### config.mk
export PLATFORM = sky130hd
export DESIGN_NAME = rbw_ctrl
export DESIGN_NICKNAME = d
export VERILOG_FILES = /design/src/hdl/ram_bank_window_mapper_macros.svh /design/src/hdl/rbw_pkg.sv /design/src/hdl/rbw_ctrl.sv
export SDC_FILE = /design/constraint.sdc
export NUM_CORES = 1
export LEC_CHECK = 0
export CAP_MARGIN = 20
export CORE_AREA = 4 4 41 43
export CTS_CLUSTER_DIAMETER = 50
export DETAILED_ROUTE_END_ITERATION = 10
export DIE_AREA = 0 0 45 47
export DONT_BUFFER_PORTS = 1
export SLEW_MARGIN = 40
export SYNTH_ARGS = -nofsm -noshare
export SYNTH_HDL_FRONTEND = slang
export SYNTH_SLANG_ARGS = --single-unit
### constraint.sdc
create_clock -name clk -period 1 [get_ports clk]
set_input_delay 0.05 -clock clk [delete_from_list [all_inputs] [get_ports clk]]
set_output_delay 0.05 -clock clk [all_outputs]
set_load 0.005 [all_outputs]
### src/hdl/ram_bank_window_mapper_macros.svh
// Assertion macros for the ram_bank_window_mapper block.
// They expect clk and rst_n (synchronous, active low) in the including scope.
`ifndef RAM_BANK_WINDOW_MAPPER_MACROS_SVH
`define RAM_BANK_WINDOW_MAPPER_MACROS_SVH

// Same-cycle implication, disabled while reset is asserted.
`define RBW_ASSERT_IMPL(lbl, ante, cons) \
  lbl: assert property (@(posedge clk) disable iff (!rst_n) (ante) |-> (cons)) \
    else $error("rbw assertion failed");

// Next-cycle implication, disabled while reset is asserted.
`define RBW_ASSERT_NEXT(lbl, ante, cons) \
  lbl: assert property (@(posedge clk) disable iff (!rst_n) (ante) |=> (cons)) \
    else $error("rbw assertion failed");

`endif

### src/hdl/rbw_pkg.sv
// Shared types and constants of the RAM bank / window mapper.
// No dependencies; imported by every module of the block.
package rbw_pkg;

  localparam int EXT_BANKS  = 4;                        // 1 .. 16 extension banks
  localparam int BANK_AW    = 15;                       // 32 KiB per bank
  localparam int MAIN_AW    = 16;                       // 64 KiB main RAM
  localparam int MAIN_DEPTH = 1 << MAIN_AW;
  localparam int EXT_DEPTH  = EXT_BANKS * (1 << BANK_AW);
  localparam int EXT_AW     = $clog2(EXT_DEPTH);
  localparam int CLR_DEPTH  = (EXT_DEPTH > MAIN_DEPTH) ? EXT_DEPTH : MAIN_DEPTH;
  localparam int CLR_W      = $clog2(CLR_DEPTH);

  typedef enum logic [1:0] {
    CMD_MEM_READ   = 2'd0,
    CMD_MEM_WRITE  = 2'd1,
    CMD_PORT_WRITE = 2'd2,
    CMD_CPU_RESET  = 2'd3
  } command_t;

  localparam logic [7:0] PORT_RAM_MODE  = 8'h31;
  localparam logic [7:0] PORT_WIN_BASE  = 8'h70;
  localparam logic [7:0] PORT_WIN_STEP  = 8'h78;
  localparam logic [7:0] PORT_BANK_CTRL = 8'he2;
  localparam logic [7:0] PORT_BANK_NUM  = 8'he3;

  localparam int BANK_RD_EN_BIT = 0;
  localparam int BANK_WR_EN_BIT = 4;

  // Controller to datapath
  typedef struct packed {
    logic clear;     // write zero at the clear counter, advance it
    logic accept;    // take the input transaction
    logic load_out;  // move the finished result into the output register
  } dp_cmd_t;

  // Datapath to controller
  typedef struct packed {
    logic clear_last;
  } dp_status_t;

endpackage

### src/hdl/rbw_ctrl.sv
// Controller of the mapper: clearing pass, accept, result hand-off.
// Depends on rbw_pkg.
module rbw_ctrl
  import rbw_pkg::*;
(
  input  logic       clk,
  input  logic       rst_n,
  input  logic       in_valid,
  output logic       in_ready,
  output logic       out_valid,
  input  logic       out_ready,
  output dp_cmd_t    cmd,
  input  dp_status_t status
);

  typedef enum logic [1:0] {
    S_CLEAR,
    S_IDLE,
    S_RESP
  } state_t;

  state_t state_r;
  logic   out_valid_r;

  assign in_ready     = (state_r == S_IDLE);
  assign out_valid    = out_valid_r;
  assign cmd.clear    = (state_r == S_CLEAR);
  assign cmd.accept   = in_valid && (state_r == S_IDLE);
  assign cmd.load_out = (state_r == S_RESP) && (!out_valid_r || out_ready);

  always_ff @(posedge clk) begin
    if (!rst_n) begin
      state_r     <= S_CLEAR;
      out_valid_r <= 1'b0;
    end else begin
      unique case (state_r)
        S_CLEAR: begin
          if (status.clear_last) begin
            state_r <= S_IDLE;
          end
        end
        S_IDLE: begin
          if (in_valid) begin
            state_r <= S_RESP;
          end
        end
        S_RESP: begin
          // hold the read result until the output register is free
          if (cmd.load_out) begin
            state_r <= S_IDLE;
          end
        end
        default: state_r <= S_CLEAR;
      endcase

      if (cmd.load_out) begin
        out_valid_r <= 1'b1;
      end else if (out_ready) begin
        out_valid_r <= 1'b0;
      end
    end
  end

endmodule

==> flow_summary_export.csv, run 1 <==
group,metric,value,unit
status,status,"completed",
job,maxCapViolations,0,
clocking,cts_buffers,3,
floorplanning,die_area,2120,µm²
finish,drive_gt1_share,41.7,%
hold_path,holdCritPathClass,"primary input to flop",
clocking,clock_path_buffers,2,
finish,fin_cells,39,
routing,firstDrtPassIters,1,
timing,period_minus_slack,0.929,ns
clocking,path_clk_slew,0.04,ns
critical_path,crit_path_end_kind,"primary output",
clocking,cts-root-buf,"clkbuf_4",
floorplanning,coreArea,1300,µm²
finish,regArea,62.6,µm²
floorplanning,row_count,13,
routing,wire_per_inst,11.5,µm
power,ir_drop,0.307,mV
timing,min_period_over_period,92.9,%
floorplanning,die_h,47,µm
timing,final.hold.worst_slack,0.0113,ns
timing,slew_headroom,80.9,%
finish,final_core_util,19.2,%
timing,worst_slew_pin_slew,0.282,ns
critical_path,critPathSlowestCell,"dfxtp_2",
routing,drc,0,
yosys,netlist_instances,17,
timing,slew_violations,0,
routing,drt_wl_total,448,µm
grt,grt-ovfl-total,0,
routing,vias,151,
placed_design,placedCellCount,33,
clocking,clk_latency,0.23,ns
finish,multi_input_area,110,µm²
yosys,yosys_register_bits,3,
timing,hold_violations,0,
grt,grt_pass1_vias,153,
timing,clock_skew,0.00323,ns
routing,ant_nets,0,
finish,finalNetCount,30,
yosys,synth.net_count,22,
critical_path,worstPathRequired,0.95,ns
placed_design,port_buffers,0,
grt,grt_max_degree,8,
grt,antenna_found_initial,0,
timing,rsz0062_at_grt,"no",
critical_path,arrival,0.88,ns
routing,viasPerCell,3.87,
grt,grt_pass1_wl,669,µm
power,leakagePower,0.105,nW
yosys,synth_area,166,µm²
finish,mostFrequentLayoutCell,"clkbuf_4",
floorplanning,die_w,45,µm
placed_design,gp_congestion,0.560,
critical_path,r2r_slack,0.11,ns
yosys,synth_cell_types,13,
clocking,cts_tree,"built",
critical_path,crit_chain,"buf_6 > nand2b_4 > nor2b_1",
floorplanning,start_util,12.8,%
power,finalPower,0.000390,W
finish,mostFrequentLayoutCells,"clkbuf_4 (3), nor2_1 (2), dfxtp_2 (2)",
timing,setup_violations,0,
placed_design,place_hpwl,365,µm
critical_path,crit_path_max_fanout,5,
floorplanning,io_pins,10,
clocking,h-tree-depth,1,
finish,area_growth,50.4,%
finish,n_fill_cell,158,
timing,setup_tns,0,ns
clocking,clkSinkCount,3,
grt,track_usage,5.21,%
timing,max_freq,1080,MHz
routing,drt_iter0_drc,0,
power,powerDensity,1560,nW/µm²
yosys,syn_avg_cell_area,9.79,µm²
yosys,ys_seq_area_share,36.1,%
critical_path,max_stage_delay,0.34,ns
critical_path,crit_type,"flop to primary output",
critical_path,start_kind,"flop",
yosys,yosys_warnings,0,
critical_path,cp_num_buf_inv,1,
finish,diodes,0,
critical_path,critPathTopFamily,"flip-flops",
registers in the layout (all words and copies together) (netlist names):
name / cells
out_valid: 1
state_r: 2
layer usage:
metal,share of wire (%),routed length (µm),global-route usage [%],vias up
met5,0,0,0,-
met2,59,264,8.47,5
li1,-,-,-,76
met3,11,49,2.68,0
met4,0,0,7.02,0
met1,30,135,3.85,70
cell families (layout without fill, tap and decap cells):
group                  after synthesis  in the layout  synth area share, %
buffers and inverters                1              8                 2.25
AND/OR/NAND/NOR                     10             10                 44.4
flip-flops                           3              3                 36.1
AO/OA/AOI/OAI                        3              3                 17.3
synthesized netlist by cell type:
master / count / share of area, %
and2b_1: 1 / 4.5
nor2_1: 2 / 4.5
nor4bb_1: 1 / 6.0
inv_1: 1 / 2.3
nand4bb_1: 1 / 6.8
o41ai_2: 1 / 9.8
nor2b_1: 1 / 3.8
o21a_1: 1 / 4.5
nand2b_1: 2 / 7.5
dfxtp_1: 3 / 36
and3b_2: 1 / 6.0
a21oi_1: 1 / 3.0
and3b_1: 1 / 5.3
metrics by stage:
step	worst slack [ns]	instance area, µm²
finish	0.0710	250
detailed placement	0.0959	193
CTS	0.00886	230
global route	0.0231	250
global placement	0.0938	193
floorplan	0.110	166
worst paths after layout:
path / from / end / cells after the start
worst min-delay path: rst_n / state_r[0]$_SDFFE_PN0P_ / 2
worst max-delay path: state_r[1]$_SDFFE_PN0P_ / cmd[0] / 3
worst min register to register: state_r[0]$_SDFFE_PN0P_ / state_r[0]$_SDFFE_PN0P_ / 1
worst max register to register: out_valid$_SDFFE_PN0P_ / state_r[1]$_SDFFE_PN0P_ / 2
report_power, final:
| group | switching [W] | internal, W |
|---|---|---|
| combinational | 0.0000167 | 0.0000268 |
| sequential | 0.00000972 | 0.000128 |
| clock | 0.0000588 | 0.000149 |
worst reg2reg max path, delay by kind of cell (launching register included):
kind,cells,cell delay [ns]
AO/OA/AOI/OAI,1,0.14
flip-flops,1,0.36
AND/OR/NAND/NOR,1,0.33
repair_timing:
action	CTS	global route
gates resized for setup	1	3
hold buffers	1	0
pin swaps	0	0
setup buffers	0	1
endpoints found under the hold margin	2	0
endpoints found under the setup margin	1	2
area by class of cell:
cell class / count / share of cell area [%]
Sequential cell: 3 / 25.0
Clock buffer: 4 / 10.5
Timing Repair Buffer: 3 / 11.5
Inverter: 1 / 1.50
Tap cell: 15 / 7.50
Multi-Input combinational cell: 13 / 44.0
No activity file was read; power rests on OpenSTA's default activity.
==> run 2: changes to the inputs <==
Settings changed: SETUP_SLACK_MARGIN set to 0.05.
Clock period 1 ns to 1.1 ns, I/O delays scaled along.
==> run 2 against run 1 <==
  * Final area is 10% lower
  * Clock skew is 0.0021 ns lower
  * Worst hold slack hardly changed
  * Die area stayed put
  * Global-route usage is 0.47 points lower
  * Largest cell class unchanged
==> flow_summary_export.csv, run 2 (same netlist as run 1, synthesis figures left out) <==
group,metric,value,unit
critical_path,crit_path_end_kind,"primary output",
routing,viasPerCell,3.78,
power,p_seq_share,35.9,%
hold_path,holdCritPathClass,"primary input to flop",
finish,n_fill_cell,160,
power,leakagePower,0.0918,nW
floorplanning,die_area,2120,µm²
critical_path,start_kind,"flop",
finish,diodes,0,
clocking,clkSinkCount,3,
timing,slew_headroom,82.9,%
timing,slew_violations,0,
finish,drive_gt1_share,31.8,%
critical_path,worstPathRequired,1.04,ns
timing,hold_violations,0,
timing,period_minus_slack,0.959,ns
critical_path,crit_type,"flop to primary output",
clocking,cts-root-buf,"clkbuf_4",
routing,firstDrtPassIters,1,
power,powerDensity,1550,nW/µm²
floorplanning,coreArea,1300,µm²
floorplanning,row_count,13,
routing,wire_per_inst,11.1,µm
placed_design,port_buffers,0,
timing,rsz0062_at_grt,"no",
timing,clock_skew,0.00114,ns
power,p_clk_share,55.5,%
timing,max_freq,1040,MHz
clocking,path_clk_slew,0.04,ns
floorplanning,start_util,12.8,%
status,status,"completed",
timing,min_period_over_period,87.2,%
clocking,clock_path_buffers,2,
routing,drc,0,
power,intPower,0.000270,W
floorplanning,io_pins,10,
finish,area_growth,35.3,%
timing,setup_tns,0,ns
power,combPwrFrac,8.6,%
placed_design,place_hpwl,308,µm
power,swShare,22.6,%
grt,antenna_found_initial,0,
floorplanning,die_h,47,µm
routing,drt_iter0_drc,0,
clocking,h-tree-depth,1,
grt,grt_pass1_vias,155,
job,maxCapViolations,0,
finish,largest_reg_flops,2,
timing,worst_slew_pin_slew,0.253,ns
routing,vias,140,
critical_path,crit_path_max_fanout,7,
timing,setup_violations,0,
placed_design,dpl-instance-area,185,µm²
grt,grt_max_degree,9,
routing,ant_nets,0,
critical_path,arrival,0.90,ns
routing,drt_wl_total,410,µm
grt,track_usage,4.74,%
floorplanning,die_w,45,µm
finish,mostFrequentLayoutCell,"clkbuf_4",
placed_design,gp_congestion,0.627,
grt,grt-ovfl-total,0,
clocking,clk_latency,0.23,ns
clocking,cts_setup_buffers,0,
clocking,cts_tree,"built",
finish,mostFrequentLayoutCells,"clkbuf_4 (3), nand2b_1 (2), nor2_1 (2), dfxtp_1 (2)",
finish,top_register,"state_r",
finish,finalNetCount,28,
finish,design_area,225,µm²
power,ir_drop,0.318,mV
power,p_sw,0.0000787,W
grt,grt_pass1_wl,607,µm
clocking,cts_buffers,3,
## run 2: repair_timing
action | 4_1_cts | 5_1_grt
gates resized for setup | 0 | 2
hold buffers | 1 | 0
endpoints found under the hold margin | 2 | 0
setup endpoints to repair | 0 | 1
## run 2: critical path: stages, from the launching register on
cell	delay [ns]
dfxtp_1	0.35
nand2b_1	0.19
nor2b_2	0.13
## run 2: through the flow
stage / std cells / worst slack [ns] / hold slack, ns / total power, W / utilization (%)
finish: 37 / 0.141 / 0.0111 / 0.000348 / 17.3
floorplan: 17 / 0.210 / 0.173 / 0.000148 / -
CTS: 37 / 0.102 / 0.00642 / 0.000362 / 17.0
global placement: 32 / 0.145 / 0.188 / 0.000153 / 14.2
detailed placement: 32 / 0.150 / 0.185 / 0.000154 / 14.2
global route: 37 / 0.0779 / 0.0222 / 0.000374 / 17.3
## run 2: worst paths after layout
path                                              start                 endpoint  slack, ns  depth (start not counted)
worst max-delay path            state_r[0]$_SDFFE_PN0P_                   cmd[0]       0.14                          2
worst min-delay path                              rst_n  state_r[0]$_SDFFE_PN0P_       0.01                          2
worst max register to register  state_r[1]$_SDFFE_PN0P_  state_r[1]$_SDFFE_PN0P_       0.20                          2
worst min register to register   out_valid$_SDFFE_PN0P_   out_valid$_SDFFE_PN0P_       0.54                          2
## run 2: power groups by stage
stage	clock (W)	sequential, W	combinational (W)
after floorplan	0	0.000124	0.0000238
after global placement	0	0.000126	0.0000270
after detailed placement	0	0.000127	0.0000270
after CTS	0.000207	0.000125	0.0000304
after global routing	0.000215	0.000126	0.0000329
final	0.000193	0.000125	0.0000298
## run 2: metal layers
metal | up-vias | part of all wire, % | global-route usage (%)
li1 | 70 | - | -
met1 | 65 | 33 | 2.95
met2 | 5 | 55 | 7.91
met3 | 0 | 12 | 2.68
met4 | 0 | 0 | 7.02
met5 | - | 0 | 0
## run 2: area by class of cell
cell class,instances,area [µm²],area share (%)
Clock buffer,4,26.3,11.7
Inverter,1,3.75,1.67
Multi-Input combinational cell,13,105,46.7
Sequential cell,3,61.3,27.2
Timing Repair Buffer,1,10.0,4.44
Tap cell,15,18.8,8.33
==> run 3: changes to the inputs <==
Settings changed: PLACE_DENSITY set to 0.35.
==> run 3 against run 2 <==
  * Clock power down 2%
  * Final cell count is the same
  * Critical path depth stayed put
  * Register-to-register slack got worse by 0.05 ns
  * Worst hold slack better by 0.0086 ns
  * Routed wire length fell by 3.9%
  * Clock skew is 0.0025 ns higher
  * Via count fell by 7.1%
  * Combinational power grew 2%
  * Fmax down 1.4%
  * Total power shrank 1.1%
  * Largest power group unchanged
  * Highest routed layer unchanged
==> flow_summary_export.csv, run 3 (same netlist as run 1, synthesis figures left out) <==
group,metric,value,unit
floorplanning,die_area,2120,µm²
grt,grt_pass1_wl,648,µm
finish,diodes,0,
timing,min_period_over_period,88.4,%
timing,rsz0062_at_grt,"no",
routing,wl_met3,21,µm
routing,highest_layer,"met3",
power,intPower,0.000269,W
hold_path,min_path_cells,2,
floorplanning,die_h,47,µm
floorplanning,io_pins,10,
timing,setup_violations,0,
grt,grt_max_degree,9,
power,p_clk_share,54.9,%
placed_design,place_hpwl,310,µm
critical_path,r2r-start,"state_r[1]$_SDFFE_PN0P_",
power,leakagePower,0.0913,nW
clocking,path_clk_slew,0.03,ns
clocking,clock_path_buffers,2,
routing,ant_nets,0,
critical_path,r2r_slack,0.15,ns
routing,viasPerCell,3.51,
timing,period_minus_slack,0.972,ns
status,status,"completed",
floorplanning,row_count,13,
grt,grt-ovfl-total,0,
timing,final.hold.worst_slack,0.0197,ns
routing,drc,0,
clocking,cts_setup_buffers,0,
clocking,clkSinkCount,3,
routing,drt_iter0_drc,3,
finish,top_register,"state_r",
power,p_sw,0.0000753,W
routing,firstDrtPassIters,2,
routing,wire_per_inst,10.6,µm
critical_path,start_kind,"flop",
finish,finalNetCount,28,
floorplanning,die_w,45,µm
grt,track_usage,4.89,%
placed_design,gp_congestion,0.660,
critical_path,worstPathRequired,1.04,ns
power,ir_drop,0.505,mV
routing,wl_met1,172,µm
timing,max_freq,1030,MHz
grt,grt_pass1_vias,153,
clocking,h-tree-depth,1,
power,combPwrFrac,8.9,%
critical_path,arrival,0.92,ns
finish,mostFrequentLayoutCells,"clkbuf_4 (3), dfxtp_1 (3), nand2b_1 (2), nor2_1 (2)",
routing,wl_met2,201,µm
grt,antenna_found_initial,0,
finish,area_growth,34.6,%
timing,slew_violations,0,
routing,vias,130,
floorplanning,start_util,12.8,%
timing,hold_violations,0,
finish,largest_reg_flops,2,
timing,worst_slew_pin_slew,0.236,ns
power,p_seq_share,36.3,%
critical_path,r2r_cells,2,
timing,slew_headroom,84.1,%
clocking,cts-root-buf,"clkbuf_4",
floorplanning,coreArea,1300,µm²
finish,drive_gt1_share,27.3,%
critical_path,reg2reg_to,"state_r[1]$_SDFFE_PN0P_",
job,maxCapViolations,0,
timing,setup_tns,0,ns
finish,design_area,224,µm²
critical_path,crit_type,"flop to primary output",
placed_design,port_buffers,0,
hold_path,hp-start,"rst_n",
power,powerDensity,1540,nW/µm²
critical_path,crit_path_max_fanout,7,
clocking,clk_latency,0.23,ns
routing,drt_wl_total,394,µm
placed_design,dpl-instance-area,185,µm²
hold_path,holdCritPathClass,"primary input to flop",
hold_path,min_delay_worst_endpoint,"state_r[0]$_SDFFE_PN0P_",
clocking,cts_buffers,3,
power,swShare,21.9,%
timing,clock_skew,0.00363,ns
critical_path,crit_path_end_kind,"primary output",
clocking,cts_tree,"built",
[run 3: power groups by stage]
stage	Sequential, W	Combinational (W)	Clock, W
final	0.000125	0.0000305	0.000189
after detailed placement	0.000127	0.0000275	0
after global routing	0.000126	0.0000339	0.000212
after global placement	0.000127	0.0000275	0
after floorplan	0.000124	0.0000238	0
after CTS	0.000125	0.0000308	0.000200
[run 3: worst max path at each step]
stage                            start                       to  slack [ns]  cells after the start
4_1_cts        state_r[0]$_SDFFE_PN0P_                   cmd[0]        0.09                      2
3_5_place_dp   state_r[1]$_SDFFE_PN0P_  state_r[1]$_SDFFE_PN0P_        0.15                      2
6_report       state_r[0]$_SDFFE_PN0P_                   cmd[0]        0.13                      2
5_1_grt        state_r[0]$_SDFFE_PN0P_                   cmd[0]        0.07                      2
2_1_floorplan  state_r[1]$_SDFFE_PN0P_  state_r[1]$_SDFFE_PN0P_        0.21                      2
3_3_place_gp   state_r[1]$_SDFFE_PN0P_  state_r[1]$_SDFFE_PN0P_        0.15                      2
[run 3: area by class of cell]
cell class | count | area, µm²
tap | 15 | 18.8
timing repair buffer | 1 | 10.0
fill | 155 | 1080
clock buffer | 4 | 26.3
multi-input combinational | 13 | 105
sequential | 3 | 60.1
inverter | 1 | 3.75
[run 3: worst max-delay path: stages, from the launching register on]
cell and delay [ns]:
dfxtp_1 0.35, nand2b_1 0.19, nor2b_2 0.15
[run 3: per-layer routing]
metal  track usage, %  vias up
met5                0        -
met1             4.51       57
met3             1.92        0
li1                 -       70
met2             6.21        3
met4             8.77        0
[run 3: through the flow]
stage | total power (W) | cells | setup WS (ns) | utilization, %
2_1_floorplan | 0.000148 | 17 | 0.210 | -
3_3_place_gp | 0.000154 | 32 | 0.150 | 14.2
3_5_place_dp | 0.000154 | 32 | 0.148 | 14.2
4_1_cts | 0.000356 | 37 | 0.0851 | 17.0
5_1_grt | 0.000372 | 37 | 0.0709 | 17.2
6_report | 0.000344 | 37 | 0.128 | 17.2
[run 3: repair_timing]
item                                    in CTS  in global routing
endpoints found under the hold margin        2                  0
hold buffers                                 1                  0
gates resized for setup                      0                  1
endpoints found under the setup margin       0                  1
